$ cat src/rtl/core/indexed_list_store_macros.svh
// assertion macros for the indexed list store
`ifndef INDEXED_LIST_STORE_MACROS_SVH
`define INDEXED_LIST_STORE_MACROS_SVH

`ifndef ASSERT_OFF
// property holds at every clock while out of reset
`define ILS_ASSERT(lbl, clk, rst_n, prop) \
    lbl: assert property (@(posedge clk) disable iff (!rst_n) (prop)) \
        else $error("indexed_list_store assertion failed");
// consequent holds in the clock after the antecedent
`define ILS_ASSERT_NEXT(lbl, clk, rst_n, ante, cons) \
    lbl: assert property (@(posedge clk) disable iff (!rst_n) (ante) |=> (cons)) \
        else $error("indexed_list_store assertion failed");
`else
`define ILS_ASSERT(lbl, clk, rst_n, prop)
`define ILS_ASSERT_NEXT(lbl, clk, rst_n, ante, cons)
`endif

`endif

$ cat src/rtl/core/ils_pkg.sv
`default_nettype none

package ils_pkg;

    localparam int CAPACITY_DEF = 16;

    localparam int POS_W   = 8;
    localparam int VAL_W   = 32;
    localparam int STAT_W  = 2;
    localparam int ECNT_W  = 5;

    typedef enum logic [1:0] {
        REQ_INSERT = 2'd0,
        REQ_DELETE = 2'd1,
        REQ_SEARCH = 2'd2,
        REQ_GET    = 2'd3
    } t_req;

    typedef enum logic [STAT_W-1:0] {
        ST_DONE = 2'd0,
        ST_MISS = 2'd1,
        ST_FULL = 2'd2
    } t_status;

    // one finished result
    typedef struct packed {
        t_status            status;
        logic [VAL_W-1:0]   answer;
        logic [ECNT_W-1:0]  entry_count;
    } t_result;

endpackage

`default_nettype wire

$ cat src/rtl/core/ils_ram.sv
`default_nettype none

module ils_ram #(
    parameter int WIDTH = 32,
    parameter int DEPTH = 16,
    localparam int AW   = (DEPTH > 1) ? $clog2(DEPTH) : 1
) (
    input  wire logic             i_clk,
    input  wire logic             i_we,
    input  wire logic [AW-1:0]    i_waddr,
    input  wire logic [WIDTH-1:0] i_wdata,
    input  wire logic [AW-1:0]    i_raddr,
    output logic      [WIDTH-1:0] o_rdata
);

    logic [WIDTH-1:0] r_mem [DEPTH];
    logic [WIDTH-1:0] r_rdata;

    always_ff @(posedge i_clk) begin
        if (i_we) begin
            r_mem[i_waddr] <= i_wdata;
        end
        r_rdata <= r_mem[i_raddr];
    end

    assign o_rdata = r_rdata;

endmodule

`default_nettype wire

$ cat src/rtl/core/ils_seq.sv
`default_nettype none

module ils_seq #(
    parameter int CAPACITY = 16,
    localparam int AW      = $clog2(CAPACITY),
    localparam int CW      = $clog2(CAPACITY + 1)
) (
    input  wire logic                       i_clk,
    input  wire logic                       i_rst_n,
    input  wire logic                       i_req_valid,
    output logic                            o_req_ready,
    input  wire logic [1:0]                 i_req_type,
    input  wire logic [ils_pkg::POS_W-1:0]  i_position,
    input  wire logic [ils_pkg::VAL_W-1:0]  i_item_value,
    output logic                            o_res_valid,
    input  wire logic                       i_res_ready,
    output ils_pkg::t_result                o_res,
    output logic                            o_ram_we,
    output logic [AW-1:0]                   o_ram_waddr,
    output logic [ils_pkg::VAL_W-1:0]       o_ram_wdata,
    output logic [AW-1:0]                   o_ram_raddr,
    input  wire logic [ils_pkg::VAL_W-1:0]  i_ram_rdata
);

    import ils_pkg::*;

    localparam int XW = (CW > POS_W) ? CW : POS_W;

    typedef enum logic [2:0] {
        S_IDLE,
        S_RD,
        S_WR,
        S_CMP,
        S_DONE
    } t_state;

    t_state            r_state, n_state;
    logic [CW-1:0]     r_count, n_count;
    logic [CW-1:0]     r_idx,   n_idx;
    t_req              r_req,   n_req;
    logic [POS_W-1:0]  r_pos,   n_pos;
    logic [VAL_W-1:0]  r_val,   n_val;
    t_status           r_status, n_status;
    logic [VAL_W-1:0]  r_answer, n_answer;

    logic [CW-1:0]     idx_inc;
    logic [CW-1:0]     idx_dec;
    logic [CW-1:0]     pos_c;
    logic [XW-1:0]     in_pos_x;
    logic [XW-1:0]     cnt_x;

    // shared index step and compare
    assign idx_inc  = r_idx + CW'(1);
    assign idx_dec  = r_idx - CW'(1);
    assign pos_c    = CW'(r_pos);
    assign in_pos_x = XW'(i_position);
    assign cnt_x    = XW'(r_count);

    always_comb begin
        n_state     = r_state;
        n_count     = r_count;
        n_idx       = r_idx;
        n_req       = r_req;
        n_pos       = r_pos;
        n_val       = r_val;
        n_status    = r_status;
        n_answer    = r_answer;
        o_ram_we    = 1'b0;
        o_ram_waddr = r_idx[AW-1:0];
        o_ram_wdata = r_val;
        o_ram_raddr = r_idx[AW-1:0];

        case (r_state)
            S_IDLE: begin
                if (i_req_valid) begin
                    n_req    = t_req'(i_req_type);
                    n_pos    = i_position;
                    n_val    = i_item_value;
                    n_status = ST_DONE;
                    n_answer = '0;
                    n_state  = S_RD;
                    case (t_req'(i_req_type))
                        REQ_INSERT: begin
                            n_idx = r_count;
                            if (in_pos_x > cnt_x) begin
                                n_status = ST_MISS;
                                n_state  = S_DONE;
                            end else if (r_count == CW'(CAPACITY)) begin
                                n_status = ST_FULL;
                                n_state  = S_DONE;
                            end
                        end
                        REQ_SEARCH: begin
                            n_idx = '0;
                        end
                        default: begin
                            // delete and get
                            n_idx = CW'(i_position);
                            if (in_pos_x >= cnt_x) begin
                                n_status = ST_MISS;
                                n_state  = S_DONE;
                            end
                        end
                    endcase
                end
            end
            S_RD: begin
                case (r_req)
                    REQ_INSERT: begin
                        if (r_idx == pos_c) begin
                            o_ram_we = 1'b1;
                            n_count  = r_count + CW'(1);
                            n_state  = S_DONE;
                        end else begin
                            o_ram_raddr = idx_dec[AW-1:0];
                            n_state     = S_WR;
                        end
                    end
                    REQ_DELETE: begin
                        if (idx_inc == r_count) begin
                            n_count = r_count - CW'(1);
                            n_state = S_DONE;
                        end else begin
                            o_ram_raddr = idx_inc[AW-1:0];
                            n_state     = S_WR;
                        end
                    end
                    REQ_SEARCH: begin
                        if (r_idx == r_count) begin
                            n_status = ST_MISS;
                            n_state  = S_DONE;
                        end else begin
                            n_state = S_CMP;
                        end
                    end
                    default: begin
                        n_state = S_CMP;
                    end
                endcase
            end
            S_WR: begin
                // move the neighbor word into the current slot
                o_ram_we    = 1'b1;
                o_ram_wdata = i_ram_rdata;
                n_idx       = (r_req == REQ_INSERT) ? idx_dec : idx_inc;
                n_state     = S_RD;
            end
            S_CMP: begin
                if (r_req == REQ_SEARCH) begin
                    if (i_ram_rdata == r_val) begin
                        n_answer = VAL_W'(r_idx);
                        n_state  = S_DONE;
                    end else begin
                        n_idx   = idx_inc;
                        n_state = S_RD;
                    end
                end else begin
                    n_answer = i_ram_rdata;
                    n_state  = S_DONE;
                end
            end
            S_DONE: begin
                if (i_res_ready) begin
                    n_state = S_IDLE;
                end
            end
            default: begin
                n_state = S_IDLE;
            end
        endcase
    end

    always_ff @(posedge i_clk) begin
        if (!i_rst_n) begin
            r_state <= S_IDLE;
            r_count <= '0;
        end else begin
            r_state <= n_state;
            r_count <= n_count;
        end
        r_idx    <= n_idx;
        r_req    <= n_req;
        r_pos    <= n_pos;
        r_val    <= n_val;
        r_status <= n_status;
        r_answer <= n_answer;
    end

    assign o_req_ready       = (r_state == S_IDLE);
    assign o_res_valid       = (r_state == S_DONE);
    assign o_res.status      = r_status;
    assign o_res.answer      = r_answer;
    assign o_res.entry_count = ECNT_W'(r_count);

endmodule

`default_nettype wire

$ cat src/rtl/core/indexed_list_store.sv
// channel   | valid        | ready        | payload
// ----------+--------------+--------------+-------------------------------------
// request   | i_req_valid  | o_req_ready  | i_req_type, i_position, i_item_value
// response  | o_rsp_valid  | i_rsp_ready  | o_status, o_answer, o_entry_count
//
// one request at a time; entries live in a single-port-write ram with registered read,
// and the sequencer moves or compares one word at a time, reading it in S_RD and then
// copying it in S_WR or checking it in S_CMP; a refused request skips to S_DONE
// synchronous active-low reset clears the count and the control; ram contents are not cleared
// a stalled response sits in the output register while the next request is already taken

`default_nettype none

`include "indexed_list_store_macros.svh"

module indexed_list_store #(
    parameter int CAPACITY = ils_pkg::CAPACITY_DEF
) (
    input  wire logic                       i_clk,
    input  wire logic                       i_rst_n,
    input  wire logic                       i_req_valid,
    output logic                            o_req_ready,
    input  wire logic [1:0]                 i_req_type,
    input  wire logic [ils_pkg::POS_W-1:0]  i_position,
    input  wire logic signed [ils_pkg::VAL_W-1:0] i_item_value,
    output logic                            o_rsp_valid,
    input  wire logic                       i_rsp_ready,
    output logic [ils_pkg::STAT_W-1:0]      o_status,
    output logic signed [ils_pkg::VAL_W-1:0] o_answer,
    output logic [ils_pkg::ECNT_W-1:0]      o_entry_count
);

    import ils_pkg::*;

    localparam int AW = $clog2(CAPACITY);

    // sequencer to output register
    logic              seq_valid;
    logic              seq_ready;
    t_result           seq_res;

    // sequencer to entry ram
    logic              ram_we;
    logic [AW-1:0]     ram_waddr;
    logic [VAL_W-1:0]  ram_wdata;
    logic [AW-1:0]     ram_raddr;
    logic [VAL_W-1:0]  ram_rdata;

    // output register
    logic              r_rsp_valid;
    t_result           r_rsp;

    // offered response flags for the checks below
    logic              rsp_full;
    logic              rsp_refused;

    ils_seq #(
        .CAPACITY (CAPACITY)
    ) u_seq (
        .i_clk        (i_clk),
        .i_rst_n      (i_rst_n),
        .i_req_valid  (i_req_valid),
        .o_req_ready  (o_req_ready),
        .i_req_type   (i_req_type),
        .i_position   (i_position),
        .i_item_value (i_item_value),
        .o_res_valid  (seq_valid),
        .i_res_ready  (seq_ready),
        .o_res        (seq_res),
        .o_ram_we     (ram_we),
        .o_ram_waddr  (ram_waddr),
        .o_ram_wdata  (ram_wdata),
        .o_ram_raddr  (ram_raddr),
        .i_ram_rdata  (ram_rdata)
    );

    // list entries, words at positions 0 to count-1
    ils_ram #(
        .WIDTH (VAL_W),
        .DEPTH (CAPACITY)
    ) u_ram (
        .i_clk   (i_clk),
        .i_we    (ram_we),
        .i_waddr (ram_waddr),
        .i_wdata (ram_wdata),
        .i_raddr (ram_raddr),
        .o_rdata (ram_rdata)
    );

    // the register takes a new response when empty or being drained
    assign seq_ready = !r_rsp_valid || i_rsp_ready;

    always_ff @(posedge i_clk) begin
        if (!i_rst_n) begin
            r_rsp_valid <= 1'b0;
        end else if (seq_valid && seq_ready) begin
            r_rsp_valid <= 1'b1;
        end else if (i_rsp_ready) begin
            r_rsp_valid <= 1'b0;
        end
    end

    always_ff @(posedge i_clk) begin
        if (seq_valid && seq_ready) begin
            r_rsp <= seq_res;
        end
    end

    assign o_rsp_valid   = r_rsp_valid;
    assign o_status      = r_rsp.status;
    assign o_answer      = r_rsp.answer;
    assign o_entry_count = r_rsp.entry_count;

    assign rsp_full    = o_rsp_valid && (o_status == ST_FULL);
    assign rsp_refused = o_rsp_valid && (o_status != ST_DONE);

    // the count never runs past the capacity
    `ILS_ASSERT(a_count_bound, i_clk, i_rst_n, !o_rsp_valid || (int'(o_entry_count) <= CAPACITY))
    // a full refusal only comes with a full list
    `ILS_ASSERT(a_full_count, i_clk, i_rst_n, !rsp_full || (o_entry_count == ECNT_W'(CAPACITY)))
    // refused or missed requests carry a zero answer
    `ILS_ASSERT(a_miss_zero, i_clk, i_rst_n, !rsp_refused || (o_answer == '0))
    // a taken request keeps the sequencer busy for the next cycle
    `ILS_ASSERT_NEXT(a_busy_after_req, i_clk, i_rst_n, i_req_valid && o_req_ready, !o_req_ready)

endmodule

`default_nettype wire
$ cat config.mk
export PLATFORM = sky130hd
export DESIGN_NAME = indexed_list_store
export DESIGN_NICKNAME = d
export VERILOG_FILES = /design/src/rtl/core/ils_pkg.sv /design/src/rtl/core/ils_ram.sv /design/src/rtl/core/ils_seq.sv /design/src/rtl/core/indexed_list_store.sv
export VERILOG_INCLUDE_DIRS = /design/src /design/src/rtl/core
export SDC_FILE = /design/constraint.sdc
export NUM_CORES = 1
export LEC_CHECK = 0
export BUFFER_PORTS_ARGS = -buffer_cell sky130_fd_sc_hd__buf_2
export CORE_MARGIN = 2
export CORE_UTILIZATION = 25
export DETAILED_ROUTE_END_ITERATION = 12
export PLACE_DENSITY = 0.38
export SYNTH_ARGS = -nofsm -noshare
export SYNTH_HDL_FRONTEND = slang
export SYNTH_HIERARCHICAL = 1
export SYNTH_SLANG_ARGS = --single-unit
$ cat constraint.sdc
create_clock -name i_clk -period 6.25 [get_ports i_clk]
set_input_delay 0.3125 -clock i_clk [delete_from_list [all_inputs] [get_ports i_clk]]
set_output_delay 0.3125 -clock i_clk [all_outputs]
set_load 0.02 [all_outputs]
# Word level (Yosys, flattened, before mapping)
# Memories as Yosys holds them, arrays and structs flattened. A register that Yosys moved wholly into a read port is not among the register bits.
# Index checks and enable logic that the tools add are counted.
totals:
  register_bits: 126
  ram_bits: 512
  in_bits: 46
  out_inout_bits: 41
  word_cells: 103
  n_memories: 1
memory_table:
  columns: ["name", "depth", "word_bits", "rd", "rd_clocked_by_memory_dff", "wr", "line", "rtl"]
  rows:
  - ["u_ram.r_mem", 16, 32, 1, 1, 1, "ils_ram.sv:16", "logic [WIDTH-1:0] r_mem [DEPTH];"]
classes:
  add_sub_neg: 4
  magnitude_cmp: 2
  eq_ne: 21
  n_mux: 46
  n_reduce_logical: 17
op_table:
  columns: ["operator", "count"]
  rows:
  - ["2-to-1 mux 32 bit", 4]
  - ["case mux 32 bit (2 select lines)", 1]
  - ["equality test 32 bit", 1]
  - ["2-to-1 mux 3 bit", 10]
  - ["2-to-1 mux 5 bit", 6]
  - ["case mux 5 bit (2 select lines)", 2]
  - ["equality test 5 bit", 3]
  - ["case mux 3 bit (5 select lines)", 1]
  - ["case mux 5 bit (3 select lines)", 1]
  - ["2-to-1 mux 4 bit", 3]
  - ["!= test 2 x 1 -> 1 bit (second input constant)", 6]
  - ["AND reduction 4 bit", 3]
  - ["adder 5 x 1 -> 5 bit (second input constant)", 2]
  - ["2-to-1 mux 2 bit", 5]
  - ["subtractor 5 x 1 -> 5 bit (second input constant)", 2]
  - ["case mux 3 bit (3 select lines)", 1]
  - [">= comparator 8 x 5 -> 1 bit", 1]
  - ["greater-than comparator 8 x 5 -> 1 bit", 1]
  - ["case mux 2 bit (2 select lines)", 2]
  - ["case mux 4 bit (2 select lines)", 1]
  - ["nonzero test 2 bit", 4]
  - ["2-to-1 mux 1 bit", 7]
  - ["equality test 3 x 2 -> 1 bit (second input constant)", 2]
  - ["case mux 3 bit (2 select lines)", 1]
  - ["16 further kinds", 20]

# Depth between registers and ports, before layout
# Gate-level depths: netlist of run 1.
logic_depth:
  ltp_word: 6
  ltp_mapped: 14
  ltp_nobuf: 11

# Hierarchy
# Netlist of run 1, hierarchy kept.
by_module_without_submodules:
  columns: ["module", "instances", "cells_each", "area_per_inst_um2"]
  rows:
  - ["ils_ram", 1, 838, 19835.3]
  - ["ils_seq", 1, 405, 4779.6]
  - ["indexed_list_store", 1, 44, 1228.7]

# Worst setup path before layout of run 1
# Ideal clock, no wire load.
synth_timing:
  path_type: "register to register"
  from: "reg u_seq.r_state[1]"
  to: "mem u_ram.r_mem[0][0], enable pin"
  arrival_ns: 4.272
  slack_ns: 1.517
  path_stages_with_launch: 9
  path_buffers: 3
  period_less_slack_ns: 4.733
  path_cell_list: "dfxtp_1 > clkbuf_1 > nand2b_1 > clkbuf_1 > nor2_1 > clkbuf_1 > a41o_1 > or3b_2 > nor3_1"
synth_via:
  elab_chain_cells: 4
synth_rtl:
  columns: ["element", "line", "rtl"]
  rows:
  - ["start, declared", "ils_seq.sv:37", "t_state r_state, n_state;"]
  - ["start signal, assigned", "ils_seq.sv:178", "r_state <= n_state;"]
  - ["equality test 3 x 2 -> 1 bit / equality test 3 x 1 -> 1 bit (equally long branches)", "ils_seq.sv:73", "case (r_state)"]
  - ["case mux 1 bit (2 select lines) (*)", "ils_seq.sv:73", null]
  - ["via ram_we", "indexed_list_store.sv:43", "logic ram_we;"]
  - ["2-to-1 mux 1 bit (*)", "ils_ram.sv:20", "if (i_we) begin"]
  - ["2-to-1 mux 1 bit (implied by the code) (*)", "ils_ram.sv:21", "r_mem[i_waddr] <= i_wdata;"]
  - ["end, declared", "ils_ram.sv:16", null]
# The timed path passes the listed nets; every way through them passes the cells marked *.

# Worst setup path in the final report of run 1
layout_timing:
  from: "reg u_seq.r_idx[0]"
  to: "reg u_ram.r_rdata[17], in the netlist u_ram/o_rdata[17] (read register of u_ram.r_mem)"
layout_via:
  elab_chain_cells: 5
layout_rtl:
  columns: ["element", "line", "rtl"]
  rows:
  - ["start, declared", "ils_seq.sv:39", "logic [CW-1:0] r_idx, n_idx;"]
  - ["start signal, assigned", "ils_seq.sv:181", "r_idx <= n_idx;"]
  - ["adder 5 x 1 -> 5 bit", "ils_seq.sv:53", "assign idx_inc = r_idx + CW'(1);"]
  - ["equality test 5 bit", "ils_seq.sv:120", "if (idx_inc == r_count) begin"]
  - ["2-to-1 mux 4 bit", "ils_seq.sv:120", null]
  - ["case mux 4 bit (2 select lines)", "ils_seq.sv:108", "case (r_req)"]
  - ["2-to-1 mux 4 bit (*)", "ils_seq.sv:73", null]
  - ["via ram_raddr[0]", "indexed_list_store.sv:46", "logic [AW-1:0] ram_raddr;"]
  - ["end, declared", "ils_ram.sv:17", "logic [WIDTH-1:0] r_rdata;"]
# Marked as above.
# A chain may end at the register's enable or synchronous reset.

==> qor.csv, run 1 <==
metric,value,unit
async_flop_share,0,
crit_chain,inv_1 > ha_1 > xnor2_1 > o211ai_1 > a311oi_2 > a2111o_1 > xnor2_2 > buf_12 > mux4_2 > a22oi_1 > nand2_1,
cts_tree,built,
syn_avg_cell_area,20.1,sq um
area_growth,19.9,%
power.total,10900,uW
cp-end-kind,flip-flop,
gp_congestion,0.697,
fmax,0.219,GHz
dr_wl_met2,32800,um
p_leak,0.00996,uW
placed_cells,2710,
coreArea,0.102,sq mm
antenna_found_initial,2,
overflow,0,
die-width,326,um
cts_buffer_depth,3,
firstDrtPassIters,4,
slowest_delay,0.89,ns
clk_pin_slew,0.06,ns
postCtsSetupRepairBufs,0,
tns,0,ns
r2r_slack,1.69,ns
worst_pin_slew,1.13,ns
cp_slowest_cell,xnor2_2,
place_ws,1.61,ns
ff_latch_area,0.0197,sq mm
n_fill_cell,10000,
yosysWarnings,6,
multi_input_area,0.00590,sq mm
clkLatencyLatePin,0.62,ns
synth_seq_area_share,0.763,
hpwl,39600,um
period_needed,4.56,ns
synthFlopType,edfxtp_1,
synth-edff-count,629,
start_util,0.253,
hold_viol,0,
die-area,0.106,sq mm
slew_violations,0,
cts_buffers,77,
ys_types,64,
synth_area,0.0258,sq mm
setup_viol,0,
hold_buffers,39,
fin_crit_sh,0.729,
run_status,completed,
drt_wl_total,71500,um
grt_max_degree,68,
viasPerCell,4.46,
synth_cells,1287,
drt-wirelength-per-cell,24.7,um
row_count,117,
finalNonFillerCells,2889,
post-route-drc-count,0,
wl_met3,2950,um
path_max_fanout,29,
drive_gt1_frac,0.277,
max_cap_violations,0,
synth_seq_cells,670,
vias,12900,
synth_most_common_cell,edfxtp_1,
grt_usage,0.135,
setup_ws,1.69,ns
cts_num_sinks,670,
ant_nets,0,
worst-endpoint-required,6.74,ns
grt_setup_unrepaired,false,
synth_top_area_frac,0.731,
ctsResizeCount,0,
path_class,reg -> reg,
io_pins,87,
synth_top_cell_by_area,edfxtp_1,
slew_headroom,0.239,
met1Wirelength,34100,um
start_kind,flip-flop,
cp.arrival,5.04,ns
skew,0.0275,ns
cts_htree_levels,3,
nets,1517,
ys_top_cells_by_area,"edfxtp_1 (73%), mux4_2 (11%), dfxtp_1 (3.2%)",
die_h,326,um
highest_layer,met4,
peakVddDrop,0.000168,V
io_buffers,86,
synthTopCellsByCount,"edfxtp_1 (629), mux4_2 (128), a22oi_1 (64)",
clockRootBuffer,clkbuf_16,
drt-initial-drc-count,927,
syn_nets,1344,
grt_pass1_vias,13600,
hold_class,in -> reg,
grt_pass1_wl,102000,um
powerDensity,350,mW/mm^2
worst max-delay path, delay by kind of cell (launching register included):
kind            cells  cell delay, ns
mux                 1            0.54
compound gates      4            0.99
buf+inv             2            0.47
fa+ha+maj           1            0.39
simple gates        1            0.09
xor+xnor            2            1.04
flops               1            0.87
power by group:
| part | total [uW] | switching (uW) | internal, uW |
|---|---|---|---|
| Combinational | 1190 | 733 | 454 |
| Clock | 4370 | 1780 | 2600 |
| Sequential | 5300 | 149 | 5150 |
| Total | 10900 | 2660 | 8200 |
per-stage QoR:
| step | hold slack, ns | utilization | cell area [sq um] |
|---|---|---|---|
| after floorplan | 0.400 | - | 25800 |
| after global placement | 0.411 | 0.276 | 28200 |
| after detailed placement | 0.405 | 0.276 | 28200 |
| after CTS | 0.00344 | 0.303 | 31000 |
| after global routing | 0.0222 | 0.303 | 31000 |
| final | 0.0483 | 0.303 | 31000 |
registers in the layout, summed over array words and instances (netlist names):
| signal | count |
|---|---|
| o_answer | 32 |
| o_rsp_valid | 1 |
| o_entry_count | 5 |
| u_seq/r_status | 2 |
| u_seq/r_req | 2 |
| u_seq/r_state | 3 |
| u_seq/r_val | 32 |
| u_ram/r_mem | 512 |
| u_seq/r_pos | 5 |
| u_seq/r_answer | 32 |
| o_status | 2 |
| u_seq/r_idx | 5 |
| u_ram/o_rdata | 32 |
| u_seq/r_count | 5 |
final timing paths:
check / start / to / depth (start not counted)
worst max-delay path: u_seq/r_idx[0] / u_ram/o_rdata[17] / 11
worst min-delay path: i_rst_n / u_seq/r_count[2] / 2
worst max register to register: u_seq/r_idx[0] / u_ram/o_rdata[17] / 11
worst min register to register: u_seq/r_answer[5] / o_answer[5] / 0
logic make-up (layout without fill, tap and decap cells):
kind of cell | Yosys count | count (layout) | share of synthesized area
flops | 670 | 670 | 0.763
compound gates | 129 | 129 | 0.0361
mux | 164 | 164 | 0.127
buf+inv | 85 | 318 | 0.0155
xor+xnor | 55 | 55 | 0.0186
fa+ha+maj | 11 | 11 | 0.00562
simple gates | 173 | 173 | 0.0344
other cells | 0 | 1 | 0
per-layer routing:
layer / GRT usage / vias up
met1: 0.192 / 6910
met5: 0 / -
met4: 0.0371 / 0
met2: 0.209 / 288
li1: - / 5579
met3: 0.0254 / 99
cells in the final DEF, fill, tap and decap left out, types with 3 or more instances in the layout:
master,n
inv_6,4
nor2_1,8
nor3_2,4
bufinv_16,5
buf_12,6
o311a_1,4
nand3b_1,3
nand3_1,7
nor3_1,9
nand2b_1,4
buf_2,86
nor4_1,9
mux2i_1,4
clkbuf_8,9
clkbuf_1,28
clkinv_2,9
inv_1,18
xnor2_1,13
nor3b_1,3
mux4_2,128
a22oi_1,64
clkinv_1,6
o31ai_1,3
edfxtp_1,629
nor2b_1,7
ha_1,10
mux2_2,32
nand2_1,56
buf_4,29
nor2_4,14
o21ai_0,9
dfxtp_1,41
xor2_1,41
clkbuf_16,77
dlygate4sd3_1,39
and2_1,31
a21oi_1,24
final cells by class:
class | count | area share
clock inverter | 25 | 0.00881
sequential | 670 | 0.636
timing repair buffer | 160 | 0.0374
multi-input combinational | 532 | 0.190
tap | 1368 | 0.0553
clock buffer | 114 | 0.0696
antenna | 1 | 0.0000808
inverter | 19 | 0.00230
Note: power is estimated with default switching activity, not from simulation.
==> run 2: changes to the inputs <==
PLACE_DENSITY = 0.39   (was 0.38)
clock period = 3.8 ns   (was 6.25 ns; I/O delays follow)
==> run 2 against run 1 <==
Combinational power rose by 79%. Global-route usage up 0.47 points. Power increased by 68%. Largest power group unchanged.
==> qor.csv, run 2 (synthesized netlist as in run 1, its figures left out) <==
metric,value,unit
clkLatencyLatePin,0.64,ns
row_count,117,
hpwl,42200,um
drt-wirelength-per-cell,25.3,um
cts_tree,built,
p_int,13700,uW
period_needed,3.60,ns
p_clk_frac,0.407,
path_buf_inv,2,
overflow,0,
path_max_fanout,18,
io_pins,87,
skew,0.0347,ns
fin_crit_sh,0.946,
setup_viol,0,
die-width,326,um
clockRootBuffer,clkbuf_16,
hold_class,in -> reg,
seq_power_share,0.477,
die-area,0.106,sq mm
hold_viol,0,
r2r_slack,0.20,ns
dpl_cell_area,0.0287,sq mm
crit_chain,ha_1 > nor2b_1 > o21ai_0 > a311oi_2 > a2111o_1 > xnor2_4 > clkbuf_16 > buf_12 > mux4_2 > a22oi_1 > nand2_1,
drt_wl_total,74300,um
start_kind,flip-flop,
r2r_end,u_ram/o_rdata[18],
worstHoldStart,i_req_valid,
ant_nets,0,
cp_top_family,compound AO/OA/AOI/OAI gates,
viasPerCell,4.48,
area_growth,22.7,%
clk_pin_slew,0.06,ns
max_cap_violations,0,
gp_congestion,0.745,
worst-endpoint-required,4.30,ns
p_leak,0.0103,uW
largest_reg_flops,512,
start_util,0.253,
peakVddDrop,0.000306,V
placed_cells,2746,
timing.rr.start,u_seq/r_idx[0],
cts_buffers,79,
grt_pass1_wl,105000,um
min_path_cells,3,
comb_power_share,0.117,
drt-initial-drc-count,1110,
largest_register,u_ram/r_mem,
post-route-drc-count,0,
cts_buffer_depth,3,
p_switching,4560,uW
finalNonFillerCells,2935,
cts_num_sinks,670,
cp_slowest_cell,a2111o_1,
vias,13100,
grt_setup_unrepaired,false,
slowest_delay,0.55,ns
cp.arrival,4.09,ns
grt_usage,0.139,
powerDensity,575,mW/mm^2
worst_pin_slew,1.11,ns
firstDrtPassIters,5,
drive_gt1_frac,0.297,
cts_htree_levels,3,
grt_max_degree,46,
slew_violations,0,
run_status,completed,
antenna_cells,0,
io_buffers,86,
mostFrequentLayoutCell,edfxtp_1,
r2r_cells,11,
stdcell_area,0.0317,sq mm
coreArea,0.102,sq mm
nets,1560,
die_h,326,um
antenna_found_initial,2,
hold_end,u_seq/r_state[1],
grt_pass1_vias,13900,
path_class,reg -> reg,
fmax,0.278,GHz
swShare,0.250,
slew_headroom,0.254,
cp-end-kind,flip-flop,
layout_common_cells,"edfxtp_1 (629), mux4_2 (128), buf_2 (86)",
## run 2: cell count changes in the layout (fill, tap and decap cells not counted), moves of 4 or more
cell / before / now
clkinv_2: 9 / 13
buf_12: 6 / 26
clkbuf_1: 28 / 24
buf_4: 29 / 44
clkbuf_16: 77 / 81
nor3_4: 0 / 4
nor3_2: 4 / 0
## run 2: repair_timing
| item | CTS | global route |
|---|---|---|
| setup buffers | 0 | 1 |
| hold endpoints to repair | 47 | 0 |
| hold buffers | 42 | 0 |
| gates resized for setup | 0 | 3 |
| endpoints found under the setup margin | 0 | 5 |
## run 2: worst max path at each step
| stage | startpoint | endpoint | cells past startpoint |
|---|---|---|---|
| 3_5_place_dp | u_seq/r_idx[0] | u_ram/o_rdata[18] | 11 |
| 6_report | u_seq/r_idx[0] | u_ram/o_rdata[18] | 11 |
| 2_1_floorplan | u_seq/r_state[1] | u_ram/r_mem[1][0] | 8 |
| 3_3_place_gp | u_seq/r_idx[4] | u_ram/o_rdata[7] | 10 |
| 5_1_grt | u_seq/r_idx[0] | u_ram/o_rdata[10] | 11 |
| 4_1_cts | u_seq/r_idx[0] | u_ram/o_rdata[18] | 11 |
## run 2: power groups by stage
| stage | Combinational [uW] | Clock [uW] | Sequential, uW |
|---|---|---|---|
| final | 2130 | 7420 | 8700 |
| after global placement | 2120 | 0 | 8860 |
| after global routing | 2300 | 7920 | 8730 |
| after detailed placement | 2130 | 0 | 8850 |
| after floorplan | 1220 | 0 | 8770 |
| after CTS | 2170 | 7660 | 8710 |
## run 2: layout make-up
class                           instances  area, sq um
Clock buffer                          111         2190
Clock inverter                         34          355
Fill cell                            9992        70500
Inverter                               19         71.3
Multi-Input combinational cell        532         5940
Sequential cell                       670        19700
Tap cell                             1368         1710
Timing Repair Buffer                  201         1750
## run 2: worst register-to-register path, cell delays in order (launching register included)
cell	delay [ns]
edfxtp_1	0.43
ha_1	0.30
nor2b_1	0.15
o21ai_0	0.23
a311oi_2	0.17
a2111o_1	0.55
xnor2_4	0.30
clkbuf_16	0.28
buf_12	0.24
mux4_2	0.52
a22oi_1	0.21
nand2_1	0.09
## run 2: per-layer routing
layer / share of wire / up-vias / GRT usage
li1: - / 5669 / -
met1: 0.46 / 7054 / 0.195
met2: 0.47 / 321 / 0.223
met3: 0.047 / 95 / 0.0252
met4: 0.019 / 0 / 0.0359
met5: 0 / - / 0
## run 2: per-stage QoR
step,TNS (ns),hold slack [ns],util,total power (uW),setup WS [ns]
floorplan,-5.91,0.289,-,10000,-0.0615
global placement,0,0.367,0.281,11000,0.239
detailed placement,0,0.368,0.281,11000,0.177
CTS,0,0.0197,0.310,18500,0.160
global route,0,0.0682,0.310,19000,0.0414
finish,0,0.0582,0.310,18200,0.203
==> run 3: changes to the inputs <==
GPL_TIMING_DRIVEN = 0   (was unset)
==> run 3 against run 2 <==
Sequential power is essentially flat. Largest power group unchanged. Largest cell class unchanged. Flip-flop and latch count unchanged. Worst hold slack lost 0.019 ns.
==> qor.csv, run 3 (synthesized netlist as in run 1, its figures left out) <==
metric,value,unit
multi_input_area,0.00604,sq mm
grt_pass1_vias,14000,
p_leak,0.0107,uW
cts_tree,built,
ant_nets,0,
placed_cells,2769,
clkLatencyLatePin,0.62,ns
hold_slack,0.0394,ns
layout_common_cells,"edfxtp_1 (629), mux4_2 (128), buf_2 (91)",
finalNonFillerCells,2994,
cts_buffers,78,
die-area,0.106,sq mm
slew_headroom,0.263,
slew_violations,0,
largest_register,u_ram/r_mem,
mostFrequentLayoutCell,edfxtp_1,
largest_reg_flops,512,
cts_htree_levels,3,
firstDrtPassIters,5,
coreArea,0.102,sq mm
io_pins,87,
hold_class,in -> reg,
gp_congestion,0.741,
power.total,18500,uW
hpwl,48200,um
hold_viol,0,
area_growth,26.7,%
ff_latch_area,0.0197,sq mm
viasPerCell,4.46,
overflow,0,
drt-wirelength-per-cell,24.9,um
run_status,completed,
stdcell_area,0.0328,sq mm
worst_pin_slew,1.10,ns
r2r_cells,15,
drive_gt1_frac,0.333,
final_core_utilization,0.321,
post-route-drc-count,0,
start_util,0.253,
cp.arrival,4.15,ns
grt_usage,0.139,
period_needed,3.67,ns
cts_buffer_depth,3,
path_class,reg -> reg,
row_count,117,
path_max_fanout,10,
start_kind,flip-flop,
dpl_cell_area,0.0287,sq mm
die_h,326,um
n_fill_cell,9943,
powerDensity,564,mW/mm^2
nets,1619,
die-width,326,um
clk_pin_slew,0.06,ns
clockRootBuffer,clkbuf_16,
drt_wl_total,74500,um
drt-initial-drc-count,1084,
cp-end-kind,flip-flop,
setup_viol,0,
io_buffers,86,
grt_pass1_wl,105000,um
worst-endpoint-required,4.29,ns
fmax,0.273,GHz
grt_setup_unrepaired,true,
min_path_cells,3,
peakVddDrop,0.000296,V
max_cap_violations,0,
fin_crit_sh,0.965,
grt_max_degree,40,
vias,13400,
cts_num_sinks,670,
antenna_found_initial,1,
skew,0.0233,ns
-- run 3: cell count changes in the layout (fill, tap and decap cells not counted), moves of 3 or more --
cell,previous run,this run
a22oi_1,64,41
a22oi_2,1,24
buf_16,0,18
clkbuf_4,0,12
buf_4,44,36
buf_8,0,8
buf_2,86,91
clkbuf_16,81,86
buf_12,26,29
clkbuf_1,24,27
clkbuf_8,7,10
clkinv_2,13,16
clkinv_4,0,3
-- run 3: final cells by class --
class,count,share of cell area
diodes,1,0.0000764
plain buffers,66,0.0206
clock buffers,105,0.0674
clock inverters,38,0.0105
inverters,19,0.00218
multi-input cells,532,0.184
flip-flops and latches,670,0.602
well taps,1368,0.0523
repair buffers,195,0.0611
-- run 3: through the flow --
| step | TNS, ns | worst slack [ns] |
|---|---|---|
| floorplan | -5.91 | -0.0615 |
| global placement | -1681.51 | -3.66 |
| detailed placement | -315.28 | -0.904 |
| CTS | 0 | 0.00339 |
| global route | -0.0469 | -0.0239 |
| finish | 0 | 0.133 |
-- run 3: critical path, stage by stage, from the launching register on --
cell      delay (ns)
edfxtp_1        0.44
buf_8           0.16
inv_1           0.07
ha_2            0.31
xnor2_1         0.14
o211ai_1        0.16
a311oi_4        0.07
a2111o_1        0.53
buf_6           0.17
xnor2_4         0.14
buf_12          0.16
buf_12          0.16
buf_16          0.18
mux4_2          0.54
a22oi_2         0.20
nand2_1         0.09
-- run 3: per-layer routing --
layer | GRT usage | vias to the layer above | share of wire
li1 | - | 5803 | -
met4 | 0.0342 | 0 | 0.021
met5 | 0 | - | 0
met3 | 0.0229 | 105 | 0.033
met2 | 0.221 | 298 | 0.46
met1 | 0.199 | 7152 | 0.48
-- run 3: worst paths after layout --
path	start	endpoint	slack, ns
max reg2reg	u_seq/r_idx[1]	u_ram/o_rdata[31]	0.13
min reg2reg	u_seq/r_answer[30]	o_answer[30]	0.42
max	u_seq/r_idx[1]	u_ram/o_rdata[31]	0.13
min	i_req_valid	u_seq/r_state[1]	0.04
-- run 3: what timing repair did --
item / 4_1_cts / 5_1_grt
endpoints found under the setup margin: 544 / 54
hold buffers: 42 / 0
gates cloned: 1 / 5
gates resized for setup: 109 / 79
pin swaps: 13 / 5
hold endpoints to repair: 48 / 0
buffers inserted: 19 / 14
-- run 3: report_power, final --
part / leakage, uW / switching, uW / total, uW / internal [uW]
registers: 0.00607 / 204 / 8670 / 8460
logic: 0.00340 / 1430 / 2410 / 980
clock network: 0.00126 / 2990 / 7410 / 4420
total: 0.0107 / 4620 / 18500 / 13900
